`src/hw/rtl/ngst_pkg.sv`:
```
// Shared types and constants for the GSV satellite tracker.
`timescale 1ns / 1ps
package ngst_pkg;
	localparam int NGROUPS = 5;

	localparam logic [2:0] SYS_GPS     = 3'd0;
	localparam logic [2:0] SYS_GLONASS = 3'd1;
	localparam logic [2:0] SYS_BEIDOU  = 3'd2;
	localparam logic [2:0] SYS_QZSS    = 3'd3;
	localparam logic [2:0] SYS_GALILEO = 3'd4;
	localparam logic [2:0] SYS_MIXED   = 3'd5;
	localparam logic [2:0] SYS_UNKNOWN = 3'd6;

	localparam logic [7:0] CH_DOLLAR = 8'h24;
	localparam logic [7:0] CH_CR     = 8'h0D;
	localparam logic [7:0] CH_LF     = 8'h0A;
	localparam logic [7:0] CH_STAR   = 8'h2A;
	localparam logic [7:0] CH_NUL    = 8'h00;
	localparam logic [7:0] CH_COMMA  = 8'h2C;
	localparam logic [7:0] CH_PLUS   = 8'h2B;
	localparam logic [7:0] CH_MINUS  = 8'h2D;
	localparam logic [7:0] CH_SPACE  = 8'h20;
	localparam logic [7:0] CH_TAB    = 8'h09;
	localparam logic [7:0] CH_VT     = 8'h0B;
	localparam logic [7:0] CH_FF     = 8'h0C;
	localparam logic [7:0] CH_G      = 8'h47;
	localparam logic [7:0] CH_S      = 8'h53;
	localparam logic [7:0] CH_V      = 8'h56;

	// One satellite update handed from the parser to the table engine.
	typedef struct packed {
		logic [2:0]  sys;
		logic [15:0] num;
		logic [15:0] elev;
		logic [15:0] azim;
		logic [15:0] snr;
		logic [31:0] now;
		logic        last;
	} ngst_job_t;

	function automatic logic [2:0] classify(input logic [15:0] talker, input logic [15:0] num);
		logic [7:0] a;
		logic [7:0] b;
		logic [2:0] r;
		begin
			a = talker[15:8];
			b = talker[7:0];
			r = SYS_UNKNOWN;
			if (a == 8'h47 && b == 8'h50)
				r = (num >= 16'd193 && num <= 16'd202) ? SYS_QZSS : SYS_GPS;
			else if (a == 8'h47 && b == 8'h4C) r = SYS_GLONASS;
			else if ((a == 8'h47 && b == 8'h42) || (a == 8'h42 && b == 8'h44)) r = SYS_BEIDOU;
			else if ((a == 8'h47 && b == 8'h51) || (a == 8'h51 && b == 8'h5A)) r = SYS_QZSS;
			else if (a == 8'h47 && b == 8'h41) r = SYS_GALILEO;
			else if (a == 8'h47 && b == 8'h4E) begin
				if (num >= 16'd1 && num <= 16'd32) r = SYS_GPS;
				else if (num >= 16'd65 && num <= 16'd96) r = SYS_GLONASS;
				else if (num >= 16'd193 && num <= 16'd200) r = SYS_QZSS;
				else if (num >= 16'd201 && num <= 16'd237) r = SYS_BEIDOU;
				else r = SYS_MIXED;
			end
			classify = r;
		end
	endfunction
endpackage

```
`src/hw/rtl/ngst_parser.sv`:
```
// Byte parser: splits GSV sentences and emits one job per complete group.
`timescale 1ns / 1ps
module ngst_parser #(
	parameter int LINE_LIMIT  = 160,
	parameter int FIELD_LIMIT = 24
) (
	input  logic              clk,
	input  logic              arst_n,
	input  logic              in_valid,
	output logic              in_stall,
	input  logic [7:0]        byte_in,
	input  logic [31:0]       now_ms,
	output logic              job_valid,
	input  logic              job_stall,
	output ngst_pkg::ngst_job_t job
);
	import ngst_pkg::*;

	localparam int CW = $clog2(LINE_LIMIT + 1);
	localparam int FW = $clog2(FIELD_LIMIT + 1);

	logic          in_sent_q;
	logic [CW-1:0] cnt_q;
	logic [FW-1:0] fidx_q;
	logic [15:0]   talker_q;
	logic          hok_q;
	logic          star_q;
	logic [15:0]   acc_q;
	logic          nonempty_q, started_q, neg_q, stop_q;
	logic [2:0]    hlen_q;
	logic [15:0]   pv_q [NGROUPS][4];
	logic [NGROUPS-1:0] pok_q;

	// Commit drain after a line end: one group per cycle unless stalled.
	logic          drain_q;
	logic [2:0]    dg_q;
	logic [31:0]   dnow_q;
	logic [NGROUPS-1:0] dmask_q;

	assign in_stall = drain_q;
	logic acc;
	assign acc = in_valid && !drain_q;

	// Value of the field now being closed.
	logic [15:0] fval;
	logic [4:0]  fofs;
	logic        fin_ok;
	logic [2:0]  fg;
	logic [1:0]  fc;
	always_comb begin
		fofs = 5'(fidx_q - FW'(4));
		fg = 3'(fofs >> 2);
		fc = fofs[1:0];
		fin_ok = (fidx_q >= FW'(4)) && ((fidx_q - FW'(4)) < FW'(4 * NGROUPS));
		if (!nonempty_q) fval = (fc == 2'd0) ? 16'd0 : 16'hFFFF;
		else if (neg_q) fval = 16'(16'd0 - acc_q);
		else fval = acc_q;
	end

	// Remaining committable groups after the current one.
	logic [NGROUPS-1:0] rest;
	logic [NGROUPS-1:0] emask;
	always_comb begin
		for (int g = 0; g < NGROUPS; g++)
			emask[g] = pok_q[g] && (pv_q[g][0] != 16'd0);
		rest = '0;
		for (int g = 0; g < NGROUPS; g++)
			rest[g] = dmask_q[g] && (3'(g) > dg_q);
	end

	logic emit;
	assign emit = drain_q && dmask_q[dg_q] && !(job_valid && job_stall);

	always_ff @(posedge clk or negedge arst_n) begin
		if (!arst_n) begin
			in_sent_q <= 1'b0; cnt_q <= '0; fidx_q <= '0; talker_q <= '0;
			hok_q <= 1'b0; star_q <= 1'b0; acc_q <= '0;
			nonempty_q <= 1'b0; started_q <= 1'b0; neg_q <= 1'b0; stop_q <= 1'b0;
			hlen_q <= '0; pok_q <= '0; drain_q <= 1'b0; dg_q <= '0; dmask_q <= '0;
			job_valid <= 1'b0;
		end else begin
			if (job_valid && !job_stall && !emit) job_valid <= 1'b0;
			if (drain_q) begin
				if (!dmask_q[dg_q]) begin
					if (dg_q == 3'(NGROUPS - 1)) drain_q <= 1'b0;
					else dg_q <= dg_q + 3'd1;
				end else if (emit) begin
					job_valid <= 1'b1;
					job.sys  <= classify(talker_q, pv_q[dg_q][0]);
					job.num  <= pv_q[dg_q][0];
					job.elev <= pv_q[dg_q][1];
					job.azim <= pv_q[dg_q][2];
					job.snr  <= pv_q[dg_q][3];
					job.now  <= dnow_q;
					job.last <= (rest == '0);
					if (dg_q == 3'(NGROUPS - 1) || rest == '0) drain_q <= 1'b0;
					else dg_q <= dg_q + 3'd1;
				end
			end else if (acc) begin
				if (byte_in == CH_DOLLAR) begin
					in_sent_q <= 1'b1; cnt_q <= CW'(1); fidx_q <= '0; talker_q <= '0;
					hok_q <= 1'b1; star_q <= 1'b0; acc_q <= '0;
					nonempty_q <= 1'b0; started_q <= 1'b0; neg_q <= 1'b0; stop_q <= 1'b0;
					hlen_q <= '0; pok_q <= '0;
				end else if (in_sent_q) begin
					if (byte_in == CH_CR || byte_in == CH_LF) begin
						in_sent_q <= 1'b0;
						cnt_q <= '0;
						begin : line_end
							logic [NGROUPS-1:0] m;
							m = emask;
							if (!star_q && fin_ok && fc == 2'd3 && (fg != 3'd0 ? 1'b1 : 1'b1))
								m[fg] = (pv_q[fg][0] != 16'd0);
							if (!star_q && fin_ok && fc == 2'd0)
								m[fg] = 1'b0;
							if (!star_q && fin_ok) begin
								pv_q[fg][fc] <= fval;
								if (fc == 2'd3) pok_q[fg] <= 1'b1;
							end
							if (hok_q && hlen_q == 3'd5 && (32'(fidx_q) + 32'd1 >= 32'd8)
								&& m != '0) begin
								drain_q <= 1'b1;
								dg_q <= '0;
								dmask_q <= m;
								dnow_q <= now_ms;
							end
						end
					end else if (32'(cnt_q) >= 32'(LINE_LIMIT - 1)) begin
						in_sent_q <= 1'b0;
						cnt_q <= '0;
					end else begin
						cnt_q <= cnt_q + CW'(1);
						if (!star_q) begin
							if (byte_in == CH_STAR || byte_in == CH_NUL) begin
								star_q <= 1'b1;
								if (fin_ok) begin
									pv_q[fg][fc] <= fval;
									if (fc == 2'd3) pok_q[fg] <= 1'b1;
								end
							end else if (byte_in == CH_COMMA &&
								(32'(fidx_q) + 32'd1 < 32'(FIELD_LIMIT))) begin
								if (fin_ok) begin
									pv_q[fg][fc] <= fval;
									if (fc == 2'd3) pok_q[fg] <= 1'b1;
								end
								fidx_q <= fidx_q + FW'(1);
								acc_q <= '0;
								nonempty_q <= 1'b0; started_q <= 1'b0;
								neg_q <= 1'b0; stop_q <= 1'b0;
							end else if (fidx_q == '0) begin
								if (hlen_q == 3'd0) talker_q[15:8] <= byte_in;
								else if (hlen_q == 3'd1) talker_q[7:0] <= byte_in;
								else if (hlen_q == 3'd2) begin
									if (byte_in != CH_G) hok_q <= 1'b0;
								end else if (hlen_q == 3'd3) begin
									if (byte_in != CH_S) hok_q <= 1'b0;
								end else if (hlen_q == 3'd4) begin
									if (byte_in != CH_V) hok_q <= 1'b0;
								end else hok_q <= 1'b0;
								if (hlen_q < 3'd6) hlen_q <= hlen_q + 3'd1;
							end else if (fidx_q >= FW'(4)) begin
								nonempty_q <= 1'b1;
								if (!stop_q) begin
									if (!started_q && (byte_in == CH_SPACE || byte_in == CH_TAB ||
										byte_in == CH_VT || byte_in == CH_FF)) begin
									end else if (!started_q &&
										(byte_in == CH_PLUS || byte_in == CH_MINUS)) begin
										started_q <= 1'b1;
										if (byte_in == CH_MINUS) neg_q <= 1'b1;
									end else if (byte_in >= 8'h30 && byte_in <= 8'h39) begin
										started_q <= 1'b1;
										acc_q <= 16'((acc_q << 3) + (acc_q << 1)
											+ {8'd0, byte_in - 8'h30});
									end else stop_q <= 1'b1;
								end
							end
						end
					end
				end
			end
		end
	end
endmodule

```
`src/hw/rtl/ngst_queue.sv`:
```
// Two-entry job queue between the parser and the table engine.
`timescale 1ns / 1ps
module ngst_queue (
	input  logic              clk,
	input  logic              arst_n,
	input  logic              wr_valid,
	output logic              wr_stall,
	input  ngst_pkg::ngst_job_t wr_job,
	output logic              rd_valid,
	input  logic              rd_stall,
	output ngst_pkg::ngst_job_t rd_job
);
	import ngst_pkg::*;

	ngst_job_t mem_q [2];
	logic      wp_q, rp_q;
	logic [1:0] cnt_q;
	logic wr, rd;

	assign wr_stall = (cnt_q == 2'd2);
	assign rd_valid = (cnt_q != 2'd0);
	assign rd_job   = mem_q[rp_q];
	assign wr = wr_valid && !wr_stall;
	assign rd = rd_valid && !rd_stall;

	always_ff @(posedge clk) begin
		if (wr) mem_q[wp_q] <= wr_job;
	end

	always_ff @(posedge clk or negedge arst_n) begin
		if (!arst_n) begin
			wp_q <= 1'b0; rp_q <= 1'b0; cnt_q <= '0;
		end else begin
			if (wr) wp_q <= ~wp_q;
			if (rd) rp_q <= ~rp_q;
			cnt_q <= cnt_q + {1'b0, wr} - {1'b0, rd};
		end
	end
endmodule

```
`src/hw/rtl/ngst_table.sv`:
```
// Table engine: scans the satellite table and places one update per job.
`timescale 1ns / 1ps
module ngst_table #(
	parameter int TABLE_DEPTH = 64
) (
	input  logic              clk,
	input  logic              arst_n,
	input  logic              job_valid,
	output logic              job_stall,
	input  ngst_pkg::ngst_job_t job,
	output logic              valid,
	input  logic              stall,
	output logic [5:0]        slot,
	output logic [2:0]        system_code,
	output logic [15:0]       sat_id,
	output logic signed [15:0] elev_deg,
	output logic signed [15:0] azim_deg,
	output logic signed [15:0] snr_dbhz,
	output logic              newly_placed,
	output logic              evicted,
	output logic              last_of_run
);
	import ngst_pkg::*;

	localparam int AW = $clog2(TABLE_DEPTH);

	// Key and timestamp memories; occupancy in flip-flops.
	logic [18:0] key_mem [TABLE_DEPTH];
	logic [31:0] seen_mem [TABLE_DEPTH];
	logic [TABLE_DEPTH-1:0] occ_q;

	typedef enum logic [1:0] {IDLE, SCAN, DONE, WRITE} st_t;
	st_t st_q;
	ngst_job_t cur_q;
	logic [AW:0]   idx_q;   // address issued
	logic [AW-1:0] ridx_q;  // address of registered read data
	logic          rv_q;
	logic [18:0]   rkey_q;
	logic [31:0]   rseen_q;
	logic          found_q, hasempty_q;
	logic [AW-1:0] fidx_q, eidx_q, oidx_q;
	logic [31:0]   oseen_q;
	logic [AW-1:0] tgt_q;
	logic          fresh_q, ev_q;
	logic          wr_fire;

	assign job_stall = (st_q != IDLE);
	assign wr_fire = (st_q == WRITE) && !(valid && stall);

	always_ff @(posedge clk) begin
		if (st_q == SCAN && !idx_q[AW]) begin
			rkey_q  <= key_mem[idx_q[AW-1:0]];
			rseen_q <= seen_mem[idx_q[AW-1:0]];
		end
		if (st_q == WRITE) begin
			key_mem[tgt_q]  <= {cur_q.sys, cur_q.num};
			seen_mem[tgt_q] <= cur_q.now;
		end
	end

	always_ff @(posedge clk or negedge arst_n) begin
		if (!arst_n) begin
			st_q <= IDLE; valid <= 1'b0; occ_q <= '0; rv_q <= 1'b0; idx_q <= '0;
		end else begin
			if (valid && !stall && !wr_fire) valid <= 1'b0;
			unique case (st_q)
				IDLE: if (job_valid) begin
					cur_q <= job; idx_q <= '0; rv_q <= 1'b0;
					found_q <= 1'b0; hasempty_q <= 1'b0; oidx_q <= '0;
					st_q <= SCAN;
				end
				SCAN: begin
					if (!idx_q[AW]) begin
						idx_q <= idx_q + (AW+1)'(1);
						ridx_q <= idx_q[AW-1:0];
					end
					rv_q <= !idx_q[AW];
					if (rv_q && !found_q) begin
						// Entry 0 seeds the oldest timestamp.
						if (ridx_q == '0 || rseen_q < oseen_q) begin
							oseen_q <= rseen_q; oidx_q <= ridx_q;
						end
						if (occ_q[ridx_q] && rkey_q == {cur_q.sys, cur_q.num}) begin
							found_q <= 1'b1; fidx_q <= ridx_q;
						end else if (!occ_q[ridx_q] && !hasempty_q) begin
							hasempty_q <= 1'b1; eidx_q <= ridx_q;
						end
					end
					if (idx_q[AW] && !rv_q) st_q <= DONE;
				end
				DONE: begin
					if (found_q) begin
						tgt_q <= fidx_q; fresh_q <= 1'b0; ev_q <= 1'b0;
					end else if (hasempty_q) begin
						tgt_q <= eidx_q; fresh_q <= 1'b1; ev_q <= 1'b0;
					end else begin
						tgt_q <= oidx_q; fresh_q <= 1'b1; ev_q <= occ_q[oidx_q];
					end
					st_q <= WRITE;
				end
				WRITE: if (wr_fire) begin
					occ_q[tgt_q] <= 1'b1;
					valid <= 1'b1;
					slot <= 6'(tgt_q);
					system_code <= cur_q.sys;
					sat_id <= cur_q.num;
					elev_deg <= cur_q.elev;
					azim_deg <= cur_q.azim;
					snr_dbhz <= cur_q.snr;
					newly_placed <= fresh_q;
					evicted <= ev_q;
					last_of_run <= cur_q.last;
					st_q <= IDLE;
				end
				default: st_q <= IDLE;
			endcase
		end
	end
endmodule

```
`src/hw/rtl/nmea_gsv_satellite_tracker_unit.sv`:
```
// Top level of the GSV satellite tracker: parser, job queue and table engine.
// Each byte that causes no update is taken without a stall; a line end drains
// one group per cycle into the queue while it is not full, and stalls the
// input until done. Each table update is a serial scan of the single-port
// key and timestamp memories and a write; no new job is taken before the write.
// Reset clears the state machines, pointers and valid flags and marks every table entry unoccupied.
`timescale 1ns / 1ps
module nmea_gsv_satellite_tracker_unit #(
	parameter int TABLE_DEPTH = 64,
	parameter int LINE_LIMIT  = 160,
	parameter int FIELD_LIMIT = 24
) (
	input  logic              clk,
	input  logic              arst_n,
	input  logic              in_valid,
	output logic              in_stall,
	input  logic [7:0]        byte_in,
	input  logic [31:0]       now_ms,
	output logic              out_valid,
	input  logic              out_stall,
	output logic [5:0]        slot,
	output logic [2:0]        system_code,
	output logic [15:0]       sat_id,
	output logic signed [15:0] elev_deg,
	output logic signed [15:0] azim_deg,
	output logic signed [15:0] snr_dbhz,
	output logic              newly_placed,
	output logic              evicted,
	output logic              last_of_run
);
	import ngst_pkg::*;

	logic      pj_valid, pj_stall, qj_valid, qj_stall;
	ngst_job_t pj, qj;

	ngst_parser #(.LINE_LIMIT(LINE_LIMIT), .FIELD_LIMIT(FIELD_LIMIT)) u_parser (
		.clk, .arst_n, .in_valid, .in_stall, .byte_in, .now_ms,
		.job_valid(pj_valid), .job_stall(pj_stall), .job(pj));

	ngst_queue u_queue (
		.clk, .arst_n, .wr_valid(pj_valid), .wr_stall(pj_stall), .wr_job(pj),
		.rd_valid(qj_valid), .rd_stall(qj_stall), .rd_job(qj));

	ngst_table #(.TABLE_DEPTH(TABLE_DEPTH)) u_table (
		.clk, .arst_n, .job_valid(qj_valid), .job_stall(qj_stall), .job(qj),
		.valid(out_valid), .stall(out_stall), .slot, .system_code, .sat_id,
		.elev_deg, .azim_deg, .snr_dbhz, .newly_placed, .evicted, .last_of_run);

	a_code: assert property (@(posedge clk) disable iff (!arst_n)
		out_valid |-> system_code <= SYS_UNKNOWN)
		else $error("bad system code");
	a_evict: assert property (@(posedge clk) disable iff (!arst_n)
		out_valid && evicted |-> newly_placed)
		else $error("eviction without placement");
endmodule
```
`config.mk`:
```
export PLATFORM = sky130hd
export DESIGN_NAME = nmea_gsv_satellite_tracker_unit
export DESIGN_NICKNAME = d
export VERILOG_FILES = /design/src/hw/rtl/ngst_pkg.sv /design/src/hw/rtl/ngst_parser.sv /design/src/hw/rtl/ngst_queue.sv /design/src/hw/rtl/ngst_table.sv /design/src/hw/rtl/nmea_gsv_satellite_tracker_unit.sv
export SDC_FILE = /design/constraint.sdc
export NUM_CORES = 2
export LEC_CHECK = 0
export CORE_MARGIN = 3
export CORE_UTILIZATION = 50
export CTS_CLUSTER_DIAMETER = 100
export CTS_CLUSTER_SIZE = 20
export DETAILED_ROUTE_END_ITERATION = 7
export DONT_BUFFER_PORTS = 1
export PLACE_DENSITY = 0.73
export RECOVER_POWER = 50
export SYNTH_ARGS = -nofsm -noshare
export SYNTH_HDL_FRONTEND = slang
export SYNTH_HIERARCHICAL = 1
export SYNTH_SLANG_ARGS = --single-unit
```
`constraint.sdc`:
```
create_clock -name clk -period 8.15 [get_ports clk]
set_input_delay 0.4075 -clock clk [delete_from_list [all_inputs] [get_ports clk]]
set_output_delay 0.4075 -clock clk [all_outputs]
set_load 0.005 [all_outputs]
```
# Yosys cells after proc, flatten, opt, wreduce, memory -nomap -nowiden
# Memory sizes are Yosys's and may differ from the RTL's. A register that Yosys moved wholly into a read port is not among the register bits.
# Cells that the tools add are included.
# Widths: inputs -> output; s select.
# word_totals
register_bits,423
ram_bits,3784
in_bits,44
elab_cells,831
mem_count,4
# memory_table
name,depth,word_bits,read_ports,rd_clocked_by_memory_dff,wr,line,rtl
u_table.seen_mem,64,32,1,1,1,ngst_table.sv:29,logic [31:0] seen_mem [TABLE_DEPTH];
u_table.key_mem,64,19,1,1,1,ngst_table.sv:28,logic [18:0] key_mem [TABLE_DEPTH];
u_parser.pv_q,5,64,7,0,1,ngst_parser.sv:31,logic [15:0] pv_q [NGROUPS][4];
u_queue.mem_q,2,100,1,1,1,ngst_queue.sv:15,ngst_job_t mem_q [2];
# op_classes
n_addsub,13
order_cmp,32
eq_ne,67
muxes,376
bitwise_logic,139
n_reduce_logical,146
# op_table
operator,count
$mux 16,25
$mux 1,259
$mux 64,3
$mux 5,29
$or 1x1->1,128
$reduce_bool 16->1,6
$eq 8x7->1 const B,11
$mux 3,29
$or 64x64->64,1
$logic_and 1x1->1,56
$mux 8,7
$eq 8x6->1 const B,6
$le 16x8->1 const B,3
$eq 8x4->1 const B,5
$demux 16 s2,1
$ge 16x8->1 const B,2
$ge 32x4->1 const B,1
$lt 32x32->1,1
$lt 32x5->1 const B,1
$mux 6,5
$reduce_and 13->1,2
$reduce_bool 2->1,13
$ne 8x7->1 const B,3
$lt 6x7->1 const B,3
82 further kinds,173

# Logic depth before layout (Yosys ltp)
# depth
depth_word,27
mapped_depth,13
ltp_nobuf,13

# Modules after synthesis
# Netlist, hierarchy kept.
# by_module_without_submodules
mod,instances,cells_per_inst,area_per_inst_um2,seq_area_each_um2
ngst_table,1,5942,138240.1,108689.2
ngst_parser,1,1657,29286.8,21090.2
ngst_queue,1,329,7873.8,6105.9

# Least setup slack after synthesis
# No wires, ideal clock.
# synth_path
path_type,reg2reg
start,register u_parser.dg_q[1]
end,register u_parser/job[0] (netlist bit) (enable)
setup_ns,0.562
arrival_ns,5.802
required_time_ns,7.588
setup_slack_ns,1.787
stages_incl_launch_ff,9
n_path_buf,3
path_cell_list,dfrtp_1 buf_2 buf_6 clkbuf_1 and3b_1 a31oi_1 o22ai_1 nand2_1 nor2_1
# synth_between
elab_chain_cells,5
# synth_lines
item,line,rtl
from (decl),ngst_parser.sv:36,logic [2:0] dg_q;
from (signal assigned),ngst_parser.sv:86,else dg_q <= dg_q + 3'd1;
from (signal assigned),ngst_parser.sv:97,else dg_q <= dg_q + 3'd1;
$bmux 1 s3 (*),"ngst_parser.sv:72, ngst_parser.sv:84",
$mux 1 (implied by the code) (*),"ngst_parser.sv:72, ngst_parser.sv:84",
$logic_and 1x1->1 (2 in series),ngst_parser.sv:72,assign emit = drain_q && dmask_q[dg_q] && !(job_valid && job_stall);
$reduce_and 4->1 (no line) (*),n/a,
to (decl),ngst_parser.sv:15,output ngst_pkg::ngst_job_t job
# Mark *: on every way between the ends. The rest lies on a longest branch, timed or not. The select of a mux whose other input is x is not followed.
# A chain may end at the register's enable or synchronous reset.

==> flow_metrics.tcl <==
set metrics [dict create \
    rrSetupSlack_ns 2.12 \
    ys_types 94 \
    whs_path_depth 5 \
    vias 84384 \
    power_density_mw_per_mm2 212 \
    post_cts_buffers 0 \
    whs_endpoint "u_parser/stop_q" \
    r2r_cells 6 \
    tightest_slew_ns 4.30 \
    drc 0 \
    finalWirelength_um 435000 \
    pin_count 122 \
    r2r_end "u_table/rkey_q[4]" \
    path_max_fanout 43 \
    avgSynthCellArea_um2 22.1 \
    grt_pass1_vias 84402 \
    synth_edf_count 4401 \
    dieWidth_um 598 \
    synth_seq_cells 4550 \
    fin_nets 8409 \
    cts_tree "done" \
    die_area_mm2 0.358 \
    grtUsageTotal_pct 24.2 \
    cts.sinks 4550 \
    ys_async_sr_fraction_pct 3.27 \
    status "finished, violations left" \
    initial_core_util_pct 50.4 \
    slowest_delay_ns 2.87 \
    clk_pin_slew_ns 0.08 \
    wire_per_inst_um 33.6 \
    grt_use_met3_pct 4.85 \
    finClkSkew_ns 0.0704 \
    numCtsBuffers 268 \
    slew_headroom_pct -187 \
    worst_skew_pair.late_latency_ns 0.94 \
    hp-class "in -> reg" \
    cp.required_ns 8.61 \
    avgViaCountPerCell 6.52 \
    grt_pass1_wl_um 622000 \
    hp-start "byte_in[2]" \
    grt_antenna_before_repair 21 \
    place.gp.congestion 0.845 \
    area_growth_pct 8.20 \
    cp-start-kind "flop" \
    num_rows 216 \
    grt_setup_unrepaired "false" \
    setup_viol 0 \
    drive_gt1_share_pct 20.3 \
    violations "max-capacitance violations, max-slew violations" \
    p_leak_nw 57.9 \
    ctsResizeCount 0 \
    grt-busiest-layer "met2" \
    dpl.hpwl_um 239000 \
    max_cap_violations 74 \
    drt_iter0_markers 12705 \
    hold_violations 0 \
    grt_use_met1_pct 33.6 \
    r2r_start "u_table/idx_q[3]" \
    hold_slack_ns 0.0993 \
    firstDrtPassIters 8 \
    ant_nets 0 \
    synth_ff_type "edfxtp_1" \
    crit_type "reg -> reg" \
    grt_max_degree 151 \
    synth_warnings 6 \
    max_freq_ghz 0.166 \
    fillers 25261 \
    coreArea_mm2 0.348 \
    die_h_um 598 \
    numPortBuffers 0 \
    yosysSeqAreaShare_pct 77.5 \
    ir_worst_vdd_mv 0.218 \
    setup_tns_ns 0 \
    cts_buffer_depth 4 \
    crit_chain "clkbuf_1 > o221ai_1 > o22ai_1 > a211oi_1 > nor3_1 > a31oi_1" \
    cp_slowest_cell "clkbuf_1" \
    slew_violations 4260 \
    root_buffer "clkbuf_16" \
    grt_overflow 0 \
    ctsHtreeMaxLevel 5 \
    grt_util_met2_pct 38.7 \
    finalCritPeriodShare_pct 74.0 \
    post_synth_inst_count 7928 \
    crit_arrival_ns 6.49 \
    critPathCaptureType "flop" \
    fin_crit_ns 6.03 \
    syn-cell-area_mm2 0.175 \
]
final cells by class:
class	count	area [um2]	share of cell area, %
Clock buffer	314	7050	3.71
Sequential cell	4550	136000	71.6
Multi-Input combinational cell	3087	38200	20.1
Tap cell	4578	5730	3.02
Clock inverter	28	327	0.172
Timing Repair Buffer	279	2190	1.16
Inverter	90	357	0.188
Antenna cell	8	20.0	0.0105
placed cells by master (no fill, tap or decap), types with 114 or more instances in the layout:
cell type  Yosys  layout
dfrtp_1      149     143
buf_4         32     145
mux4_2      1044    1044
mux2_1        22     114
conb_1         1     192
edfxtp_1    4401    4401
nor2_1       184     117
mux2i_1      205     205
nand2_1      257     256
clkbuf_16      0     276
sequential cells by signal, summed over array words and instances (netlist names), 19 cells and up:
signal            flops
u_table/occ_q        64
u_table/cur_q       100
u_table/seen_mem   2048
u_queue/mem_q       200
u_parser/pv_q       512
u_parser/dnow_q      32
u_table/rkey_q       19
u_parser/job        100
u_table/oseen_q      32
u_table/rseen_q      32
u_table/key_mem    1216
synth_stat cells (all sizes together) (9+ instances only):
cell	number	area, um2
a21oi	109	549
xor2	26	235
o41ai	11	96.3
mux2i	205	2050
nand2	258	971
clkbuf	198	743
and2	17	106
o22ai	34	213
o221ai	86	753
dfrtp	149	3730
nand2b	10	62.6
nand3b	11	82.6
nor2b	19	126
nor4	35	219
nor3b	9	67.6
nor2	186	713
a32oi	9	78.8
nor3	46	230
xnor2	27	236
or3	9	56.3
a211oi	34	260
ha	83	1040
a31oi	35	219
a22oi	16	120
nand4	28	181
edfxtp	4401	132000
nand3	35	175
mux2	181	2380
mux4	1044	23500
a21o	75	563
inv	85	319
and3	22	138
a41o	9	90.1
o311ai	9	86.3
o31ai	16	120
a22o	9	78.8
buf	194	1200
o21a	9	67.6
o21ai	97	485
per-stage QoR:
stage                     worst slack, ns  cells  utilization, %  total power [mW]  cell area [um2]
after global placement               3.56  12539            52.5              27.3           183000
after detailed placement             3.67  12539            52.5              27.3           183000
after global routing                 2.06  12929            54.6              41.4           190000
final                                2.12  12934            54.6              40.3           190000
after floorplan                      1.79   8119               -              26.9           176000
after CTS                            3.65  12926            54.8              40.5           190000
power breakdown:
part / leakage (nW) / switching [mW] / total [mW] / internal (mW)
Sequential: 41.6 / 0.118 / 26.1 / 26.0
Clock: 3.59 / 7.24 / 13.4 / 6.19
Combinational: 12.7 / 0.618 / 0.775 / 0.157
kinds of logic after synthesis:
family	after synthesis	synth area share [%]
and+or+nand+nor	714	1.93
muxes	1430	15.9
DFF	4550	77.5
buffers and inverters	482	1.30
AOI/OAI and AO/OA	609	2.44
other	1	0.00214
xor gates and xnor gates	53	0.269
adders and majority gates	89	0.661
what timing repair did:
item | in CTS | in global routing
endpoints found under the hold margin | 216 | 0
endpoints found under the setup margin | 0 | 0
hold buffers | 45 | 0
worst max-delay path: cells and delay by family, from the launching register on:
kind	cells	cell delay [ns]
AO/OA/AOI/OAI	4	1.29
buffers and inverters	1	2.87
flip-flops	1	0.95
AND/OR/NAND/NOR	1	0.44
routing by layer:
layer	vias up	wire length (um)
met1	44909	160000
met4	18	17700
li1	33490	-
met2	5125	209000
met5	-	126
met3	842	48900
how the worst max path moves through the flow:
stage	cells after the start	to	slack, ns	startpoint
finish	6	u_table/rkey_q[4]	2.12	u_table/idx_q[3]
CTS	10	u_parser/job[97]	3.65	u_parser/dg_q[1]
global route	6	u_table/fidx_q[4]	2.06	u_table/cur_q[95]
global placement	10	u_parser/job[97]	3.56	u_parser/dg_q[1]
detailed placement	10	u_parser/job[97]	3.67	u_parser/dg_q[1]
floorplan	8	u_parser/job[0]	1.79	u_parser/dg_q[1]
(Power assumes the default switching activity.)
